`config.mk`:
```
export PLATFORM = sky130hd
export DESIGN_NAME = bmf_ctrl
export DESIGN_NICKNAME = d
export VERILOG_FILES = /design/src/hdl/bmf_pkg.sv /design/src/hdl/bmf_ctrl.sv
export SDC_FILE = /design/constraint.sdc
export NUM_CORES = 1
export LEC_CHECK = 0
export ABC_AREA = 1
export BUFFER_PORTS_ARGS = -buffer_cell sky130_fd_sc_hd__buf_2
export CAP_MARGIN = 10
export CORE_UTILIZATION = 25
export DETAILED_ROUTE_END_ITERATION = 10
export HOLD_SLACK_MARGIN = 0.05
export PLACE_DENSITY = 0.54
export RECOVER_POWER = 100
export SLEW_MARGIN = 40
export SYNTH_ARGS = -nofsm -noshare
export SYNTH_HDL_FRONTEND = slang
export SYNTH_SLANG_ARGS = --single-unit
```
`constraint.sdc`:
```
create_clock -name clk -period 1.1 [get_ports clk]
set_clock_uncertainty 0.1 [all_clocks]
set_input_delay 0.055 -clock clk [delete_from_list [all_inputs] [get_ports clk]]
set_output_delay 0.055 -clock clk [all_outputs]
set_load 0.02 [all_outputs]
```
`src/hdl/bmf_pkg.sv`:
```
// Shared constants, controller states and control/status bundles of the box mean filter.
package bmf_pkg;

  localparam int DEF_MAX_WIDTH  = 1024;
  localparam int DEF_MAX_HEIGHT = 1024;
  localparam int DEF_MAX_RADIUS = 3;

  localparam int CH_W     = 8;
  localparam int PIX_W    = 24;
  localparam int CFG_AW   = 2;
  localparam int CFG_DW   = 11;
  localparam int POS_W    = 10;
  localparam int OUT_DW   = 48;

  localparam logic [CFG_AW-1:0] REG_WIDTH  = 2'd0;
  localparam logic [CFG_AW-1:0] REG_HEIGHT = 2'd1;
  localparam logic [CFG_AW-1:0] REG_RADIUS = 2'd2;
  localparam logic [CFG_AW-1:0] REG_COLOR  = 2'd3;

  localparam logic OP_PIXEL = 1'b0;
  localparam logic OP_DRAIN = 1'b1;

  typedef enum logic [2:0] {
    ST_IDLE,
    ST_EVAL,
    ST_SUM,
    ST_FLUSH,
    ST_LOAD,
    ST_DIV,
    ST_FIN,
    ST_OUT
  } bmf_state_t;

  typedef struct packed {
    logic accept;
    logic eval;
    logic sum_init;
    logic issue;
    logic div_init;
    logic div_step;
    logic out_load;
  } bmf_cmd_t;

  typedef struct packed {
    logic ready;
    logic bad;
    logic issue_last;
    logic div_last;
  } bmf_status_t;

endpackage

```
`src/hdl/bmf_ctrl.sv`:
```
// Controller state machine: sequences accept, window sum, divide and result hold.
module bmf_ctrl (
  input  logic                 clk,
  input  logic                 rst_n,
  input  logic                 in_fire,
  input  logic                 out_tready,
  input  bmf_pkg::bmf_status_t sts,
  output bmf_pkg::bmf_cmd_t    cmd,
  output logic                 in_tready,
  output logic                 out_tvalid
);
  import bmf_pkg::*;

  bmf_state_t state_r, state_nxt;

  always_ff @(posedge clk) begin
    if (!rst_n) begin
      state_r <= ST_IDLE;
    end else begin
      state_r <= state_nxt;
    end
  end

  always_comb begin
    state_nxt = state_r;
    unique case (state_r)
      ST_IDLE:  if (in_fire) state_nxt = ST_EVAL;
      ST_EVAL:  state_nxt = (sts.ready && !sts.bad) ? ST_SUM : ST_IDLE;
      ST_SUM:   if (sts.issue_last) state_nxt = ST_FLUSH;
      ST_FLUSH: state_nxt = ST_LOAD;
      ST_LOAD:  state_nxt = ST_DIV;
      ST_DIV:   if (sts.div_last) state_nxt = ST_FIN;
      ST_FIN:   state_nxt = ST_OUT;
      ST_OUT:   if (out_tready) state_nxt = ST_IDLE;
      default:  state_nxt = ST_IDLE;
    endcase
  end

  always_comb begin
    cmd        = '0;
    in_tready  = 1'b0;
    out_tvalid = 1'b0;
    unique case (state_r)
      ST_IDLE: begin
        in_tready  = 1'b1;
        cmd.accept = in_fire;
      end
      ST_EVAL: begin
        cmd.eval     = 1'b1;
        cmd.sum_init = sts.ready && !sts.bad;
      end
      ST_SUM:   cmd.issue    = 1'b1;
      ST_FLUSH: ;
      ST_LOAD:  cmd.div_init = 1'b1;
      ST_DIV:   cmd.div_step = 1'b1;
      ST_FIN:   cmd.out_load = 1'b1;
      ST_OUT:   out_tvalid   = 1'b1;
      default:  ;
    endcase
  end

endmodule

```
Yosys cells after proc, flatten, opt, wreduce, memory -nomap -nowiden
Index checks and enable logic that the tools add are counted.
Word-level totals
  register bits: 3
  output and inout port bits: 9
  word-level logic and storage cells: 30
Cells by class
  eq/ne operators: 11
  mux-type cells: 14
  reduce and logical (&&, ||, !) cells: 4
Operators by type and width (number)
  one-hot mux 3 bit (8 select lines): 1
  equality test 3 bit (second input constant): 4
  two-way mux 3 bit: 4
  != test 2 bit (second input constant): 4
  two-way mux 1 bit: 7
  equality test 3 x 2 -> 1 bit (second input constant): 2
  two-way mux 2 bit: 2
  AND reduction 4 bit: 1
  equality test 3 x 1 -> 1 bit (second input constant): 1
  logical NOT 3 bit: 1
  logical AND 1 bit: 1
  logical NOT 1 bit: 1

Depth between registers and ports, before layout
Gate-level depths: netlist of the first run.
  depth after elaboration: 4
  depth in mapped cells: 8

Worst setup path before layout of the first run
Ideal clock, no wire load.
  kind: flip-flop to flip-flop
  start point: register state_r[0]
  end point: register state_r[1]
  setup time: 64 ps
  data arrival time: 1127 ps
  slack: -191 ps
  stages on the path, launching flop included: 8
  buffers on the path: 1
  clock period less this slack: 1291 ps
  cells stage by stage: dfxtp_1 buf_4 nand3_1 nor2_1 nor2_2 nand2_1 nand2_1 nor2_1
On the way
  cells in the longest elaborated chain, start to end: 3
  elaborated cells between the ends (all ways): 14
  those cells by class: eq/ne: 11; mux: 1; reduce/logical: 2
RTL lines
  start, declared: RTL line bmf_ctrl.sv:14  | bmf_state_t state_r, state_nxt;
  start signal, assigned: RTL line bmf_ctrl.sv:20  | state_r <= state_nxt;
  equality test 3 x 2 -> 1 bit, or another cell as far along: RTL line bmf_ctrl.sv:26  | unique case (state_r)
  != test 2 bit (no line)
  AND reduction 4 bit (no line)
Several ways; a longest one is shown, not always the timed one.
A chain may end at the register's enable or synchronous reset.

Worst setup path after layout of the first run
  start point: register state_r[0]
  end point: output out_tvalid
On the way
  cells in the longest elaborated chain, start to end: 2
RTL lines
  equality test 3 bit: RTL line bmf_ctrl.sv:43  | unique case (state_r)
  two-way mux 1 bit: RTL line bmf_ctrl.sv:43
  end, declared: RTL line bmf_ctrl.sv:10  | output logic out_tvalid
No other way between the ends.

==> results.tsv, run 1 <==
metric	value	unit
cts_buffers	3	
use_met3	0	%
dpl_cell_area	489	um^2
min_path_cells	5	
finalWeightedCongestion	0.823	
synth-edff-count	0	
yosys-top-cells-count	inv_1, nor2_1, nand2_1	
r2r_slack	-120	ps
whs_endpoint	state_r[2]	
period_minus_slack	1250	ps
reg2reg_from	state_r[0]	
drc	0	
yosys.area.top_type	dfxtp_1	
cts_tree	done	
critical-path-top-delay-family	flip-flops	
hold_class	input pin to flip-flop	
synthMostInstantiatedCell	inv_1	
fin_worst_hold_slack	140	ps
top_regs	state_r: 3 flops	
antenna_cells	0	
syn_area_per_cell	5.73	um^2
syn_nets	65	
synth_top_family_by_area	simple AND/OR/NAND/NOR gates	
first_global_vias	380	
synth_compound_area_share	5.36	%
io_pins	17	
top_register	state_r	
drt_iter0_markers	4	
dr.pass1.iters	4	
start_kind	flip-flop	
hp-start	sts[1]	
hpwlAfterDp	601	um
cp_common_cell	buf_4	
utilization	55.5	%
rows	12	
vias	434	
arrival	1100	ps
fmax	799	MHz
drt-total-wl	891	um
crit_path_top_delay_cell	dfxtp_4	
overflow	0	
die_y	38.1	um
worst_setup_path_end_kind	output port	
initial_utilization	28.2	%
ys_seq_elements	3	
clkTransAtPathRegs	40	ps
yosysTopAreaCellShare	18.4	%
yosys_most_used_dff	dfxtp_1	
slew_viol_final	0	
synthXorXnorAreaFrac	0	%
final_nets	98	
busiest_layer	met2	
wl_per_cell	8.65	um
status	finished with violations	
drv_cap	0	
vias_per_cell	4.21	
area_delta_synth_final	96.6	%
htree_num_levels	1	
grt_pass1_wl	1390	um
synthArstFlopShare	0	%
clock_path_buffers	2	
p_per_area	2010	nW/um^2
setup_violations	12	
die_w	38.1	um
synthSimpleGateAreaFrac	55.9	%
cp_slowest_stage_delay	380	ps
p_leak	0.000361	uW
grt_usage	13.5	%
synth_area	327	um^2
ant_nets	0	
worst-path-max-fanout	6	
synthAdderAreaFrac	0	%
grt_max_degree	11	
synth_sequential_area_ratio	18.4	%
crit_required	940	ps
slew_headroom	90.5	%
rr_endpoint	state_r[1]	
synthCells	57	
hold_viol	0	
final_layout_size_suffix_gt1_share	61.8	%
clock-sinks	3	
largest_reg_flops	3	
met2_usage	25.4	%
reg2reg_depth	9	
clock-root-buffer	clkbuf_4	
n_fill_cell	118	
worst-path-buf-inv	3	
path_class	flip-flop to output port	
period_share	114	%
tightestPinTransition	141	ps
muxShareOfSynthArea	0	%
rsz0062_at_grt	yes	
coreArea	1160	um^2
synth_area_leaders	dfxtp_1, inv_1, nor2_1	
ys.warnings.count	0	
violations	setup timing	
die_area	1450	um^2
ys_types	18	
final_area	642	um^2
port_buffers	16	
fin_ws	-152	ps
peakVddDrop	1.06	mV
use_met1	15.8	%
clock_latency	230	ps
antenna_found_initial	0	
crit_path_cell_trace	inv_1 -> buf_4 -> nor3_2 -> buf_4	
stage by stage:
step	std cells	power (uW)	setup WS, ps	TNS [ps]
3_3_place_gp	93	863	-187	-847
6_report	103	1290	-152	-1120
3_5_place_dp	93	868	-215	-1010
5_1_grt	103	1390	-206	-1890
4_1_cts	103	1250	-159	-1270
2_1_floorplan	57	667	-34.5	-34.5
worst min-delay path, cell delays in order:
cell     delay, ps
buf_2          100
nor2_1          90
nor2_1          50
nand3_1         60
a21oi_1         70
per-layer routing:
metal | part of all wire [%] | wire [um]
met1 | 41 | 366
met2 | 54 | 480
met3 | 4.9 | 44
met4 | 0 | 0
met5 | 0 | 0
where the power goes:
group	total, uW	switching (uW)	internal (uW)	leakage (uW)
registers	235	74.7	161	0.0000267
logic	865	459	406	0.000319
clock network	192	55.7	136	0.0000150
kinds of logic after synthesis:
logic type             after synthesis
buffers and inverters               16
AO/OA/AOI/OAI                        3
flip-flops                           3
AND/OR/NAND/NOR                     35
area by class of cell:
cell class | instances | area, um^2 | area share, %
clock buffers | 4 | 26.3 | 4.09
flip-flops and latches | 3 | 71.3 | 11.1
repair buffers | 29 | 219 | 34.1
well taps | 14 | 17.5 | 2.73
inverters | 15 | 70.1 | 10.9
multi-input cells | 38 | 238 | 37.0
worst max-delay path by stage:
| stage | to | slack, ps | cells past startpoint | startpoint |
|---|---|---|---|---|
| finish | out_tvalid | -150 | 4 | state_r[0] |
| global route | cmd[0] | -210 | 5 | state_r[0] |
| CTS | cmd[0] | -160 | 5 | state_r[0] |
| detailed placement | state_r[0] | -220 | 7 | state_r[0] |
| global placement | state_r[0] | -190 | 7 | state_r[0] |
| floorplan | state_r[1] | -30 | 7 | state_r[0] |
what timing repair did:
item / CTS / global route
setup endpoints to repair: 12 / 12
setup buffers: 5 / 0
hold buffers: 1 / 0
endpoints found under the hold margin: 3 / 0
gates resized for setup: 20 / 11
pin swaps: 4 / 2
layout by cell type, fill, tap and decap left out, types with 2 or more instances in the layout:
cell and count:
nand4_1 2, buf_4 15, dfxtp_4 3, nand3_1 3, buf_2 8, nand2_2 3
buf_6 5, clkbuf_4 3, nor2_1 6, nor3_2 2, nand3_2 4, nor2_2 5
nand2_1 7, inv_1 11, nor2_4 3
Note: power is estimated with default switching activity, not from simulation.
==> run 2, diff against run 1 <==
--- a/config.mk
+++ b/config.mk
@@ -8,10 +8,12 @@
 export ABC_AREA = 1
 export BUFFER_PORTS_ARGS = -buffer_cell sky130_fd_sc_hd__buf_2
 export CAP_MARGIN = 10
-export CORE_UTILIZATION = 25
+export CELL_PAD_IN_SITES_DETAIL_PLACEMENT = 0
+export CELL_PAD_IN_SITES_GLOBAL_PLACEMENT = 2
+export CORE_UTILIZATION = 17
 export DETAILED_ROUTE_END_ITERATION = 10
-export HOLD_SLACK_MARGIN = 0.05
-export PLACE_DENSITY = 0.54
+export HOLD_SLACK_MARGIN = 0.08
+export PLACE_DENSITY = 0.79
 export RECOVER_POWER = 100
 export SLEW_MARGIN = 40
 export SYNTH_ARGS = -nofsm -noshare
==> results.tsv, run 2 (synthesis results as in run 1) <==
metric	value	unit	change
status	finished with violations		
violations	setup timing		
grt_pass1_wl	1530	um	+10%
hold_class	input pin to flip-flop		
fin_ws	-168	ps	-16.5 ps
coreArea	1760	um^2	+53%
io_pins	17		unchanged
path_class	flip-flop to output port		
dr_wl_met2	482	um	+0.42%
ant_nets	0		unchanged
period_share	115	%	+1.5 points
reg2reg_from	state_r[0]		
final_area	704	um^2	+9.7%
port_buffers	16		unchanged
crit_path_cell_trace	buf_6 -> nor2_4 -> inv_2 -> nor2_2 -> buf_4		
hold_viol	0		unchanged
vias_per_cell	4.03		-4.5%
vias	471		+8.5%
dp_slack	-226	ps	-10.3 ps
cts_tree	done		
fin_tns_setup	-1300	ps	-179 ps
fin_worst_hold_slack	121	ps	-19.0 ps
start_kind	flip-flop		
clock_latency	230	ps	about the same
final_cell_mix	buf_4, inv_1, buf_6		
rr_endpoint	state_r[1]		
top_register	state_r		
wl_met3	44	um	unchanged
crit_path_top_delay_cell	dfxtp_4		
final_layout_size_suffix_gt1_share	64.1	%	+2.3 points
first_global_vias	415		+9.2%
p_per_area	1960	nW/um^2	-2.7%
drt-total-wl	933	um	+4.7%
top_regs	state_r: 3 flops		
slew_headroom	88.2	%	-2.3 points
arrival	1110	ps	about the same
rsz0062_at_grt	yes		
largest_reg_flops	3		unchanged
antenna_found_initial	0		unchanged
period_minus_slack	1270	ps	+16.5 ps
worst-path-max-fanout	6		unchanged
grt_max_degree	8		-3
dr.pass1.iters	2		-2
crit_required	940	ps	about the same
hpwlAfterDp	644	um	+7.2%
drv_cap	0		unchanged
clock-sinks	3		unchanged
overflow	0		unchanged
die_area	2100	um^2	+44%
cp_slowest_stage_delay	370	ps	about the same
finalWeightedCongestion	0.702		-15%
regArea	71.3	um^2	unchanged
crit_path_end	cmd[0]		
drt_iter0_markers	2		-2
htree_num_levels	1		unchanged
grt_usage	9.81	%	-3.7 points
top_layer_used	met3		
layout_commonest_cell	buf_4		
cts_buffers	3		unchanged
critPathLaunch	state_r[0]		
reg2reg_depth	9		unchanged
initial_utilization	18.5	%	-9.7 points
die_y	45.8	um	+20%
drc	0		unchanged
clock-root-buffer	clkbuf_4		
r2r_slack	-100	ps	+20 ps
setup_violations	12		unchanged
slew_viol_final	0		unchanged
tightestPinTransition	177	ps	+35.8 ps
dpl_cell_area	518	um^2	+5.9%
wl_per_cell	7.97	um	-7.8%
area_delta_synth_final	116	%	
m1WireLength	406	um	+11%
rows	15		+3
antenna_cells	0		unchanged
p_leak	0.000379	uW	+5.1%
clkTransAtPathRegs	40	ps	about the same
multi_input_comb_area	248	um^2	+4.2%
clock_path_buffers	2		unchanged
worst_setup_path_end_kind	output port		
n_fill_cell	217		+84%
die_w	45.8	um	+20%
final_nets	101		+3.1%
peakVddDrop	0.720	mV	-32%
fmax	788	MHz	-1.3%
==> run 2: final cells by class <==
class	instances	area share, %
Timing Repair Buffer	32	36.8
Multi-Input combinational cell	38	35.2
Sequential cell	3	10.1
Inverter	15	9.77
Tap cell	25	4.44
Clock buffer	4	3.73
==> run 2: critical path, delay by kind of cell, from the launching register on <==
family                 cells  cell delay [ps]
and+or+nand+nor            2              200
DFF                        1              370
buffers and inverters      3              330
==> run 2: where the power goes <==
| group | internal [uW] | switching, uW | total [uW] |
|---|---|---|---|
| registers | 161 | 79.6 | 240 |
| logic | 466 | 484 | 950 |
| clock network | 136 | 53.9 | 190 |
==> run 2: through the flow <==
step,util (%),power [uW],std cells
after floorplan,-,667,57
after global placement,29.4,891,106
after detailed placement,29.4,897,106
after CTS,38.2,1310,116
after global routing,39.9,1500,117
final,39.9,1380,117
==> run 2: what timing repair did <==
action,CTS,global route
hold endpoints to repair,3,0
setup endpoints to repair,12,12
pin swaps,3,1
buffers inserted,5,1
gates resized for setup,29,9
gates cloned,0,0
hold buffers,1,0
==> run 2: how the worst min path moves through the flow <==
stage                             to   start  cells past startpoint
final                     state_r[2]  sts[1]                      5
after global routing      state_r[2]  sts[1]                      5
after CTS                 state_r[2]  sts[1]                      5
after detailed placement  state_r[2]   rst_n                      3
after global placement    state_r[2]   rst_n                      3
after floorplan           state_r[2]   rst_n                      2
==> run 2: metal layers <==
layer | vias to the layer above | global-route usage [%]
li1 | 245 | -
met1 | 213 | 11.2
met2 | 13 | 18.0
met3 | 0 | 2.78
met4 | 0 | 1.76
met5 | - | 0
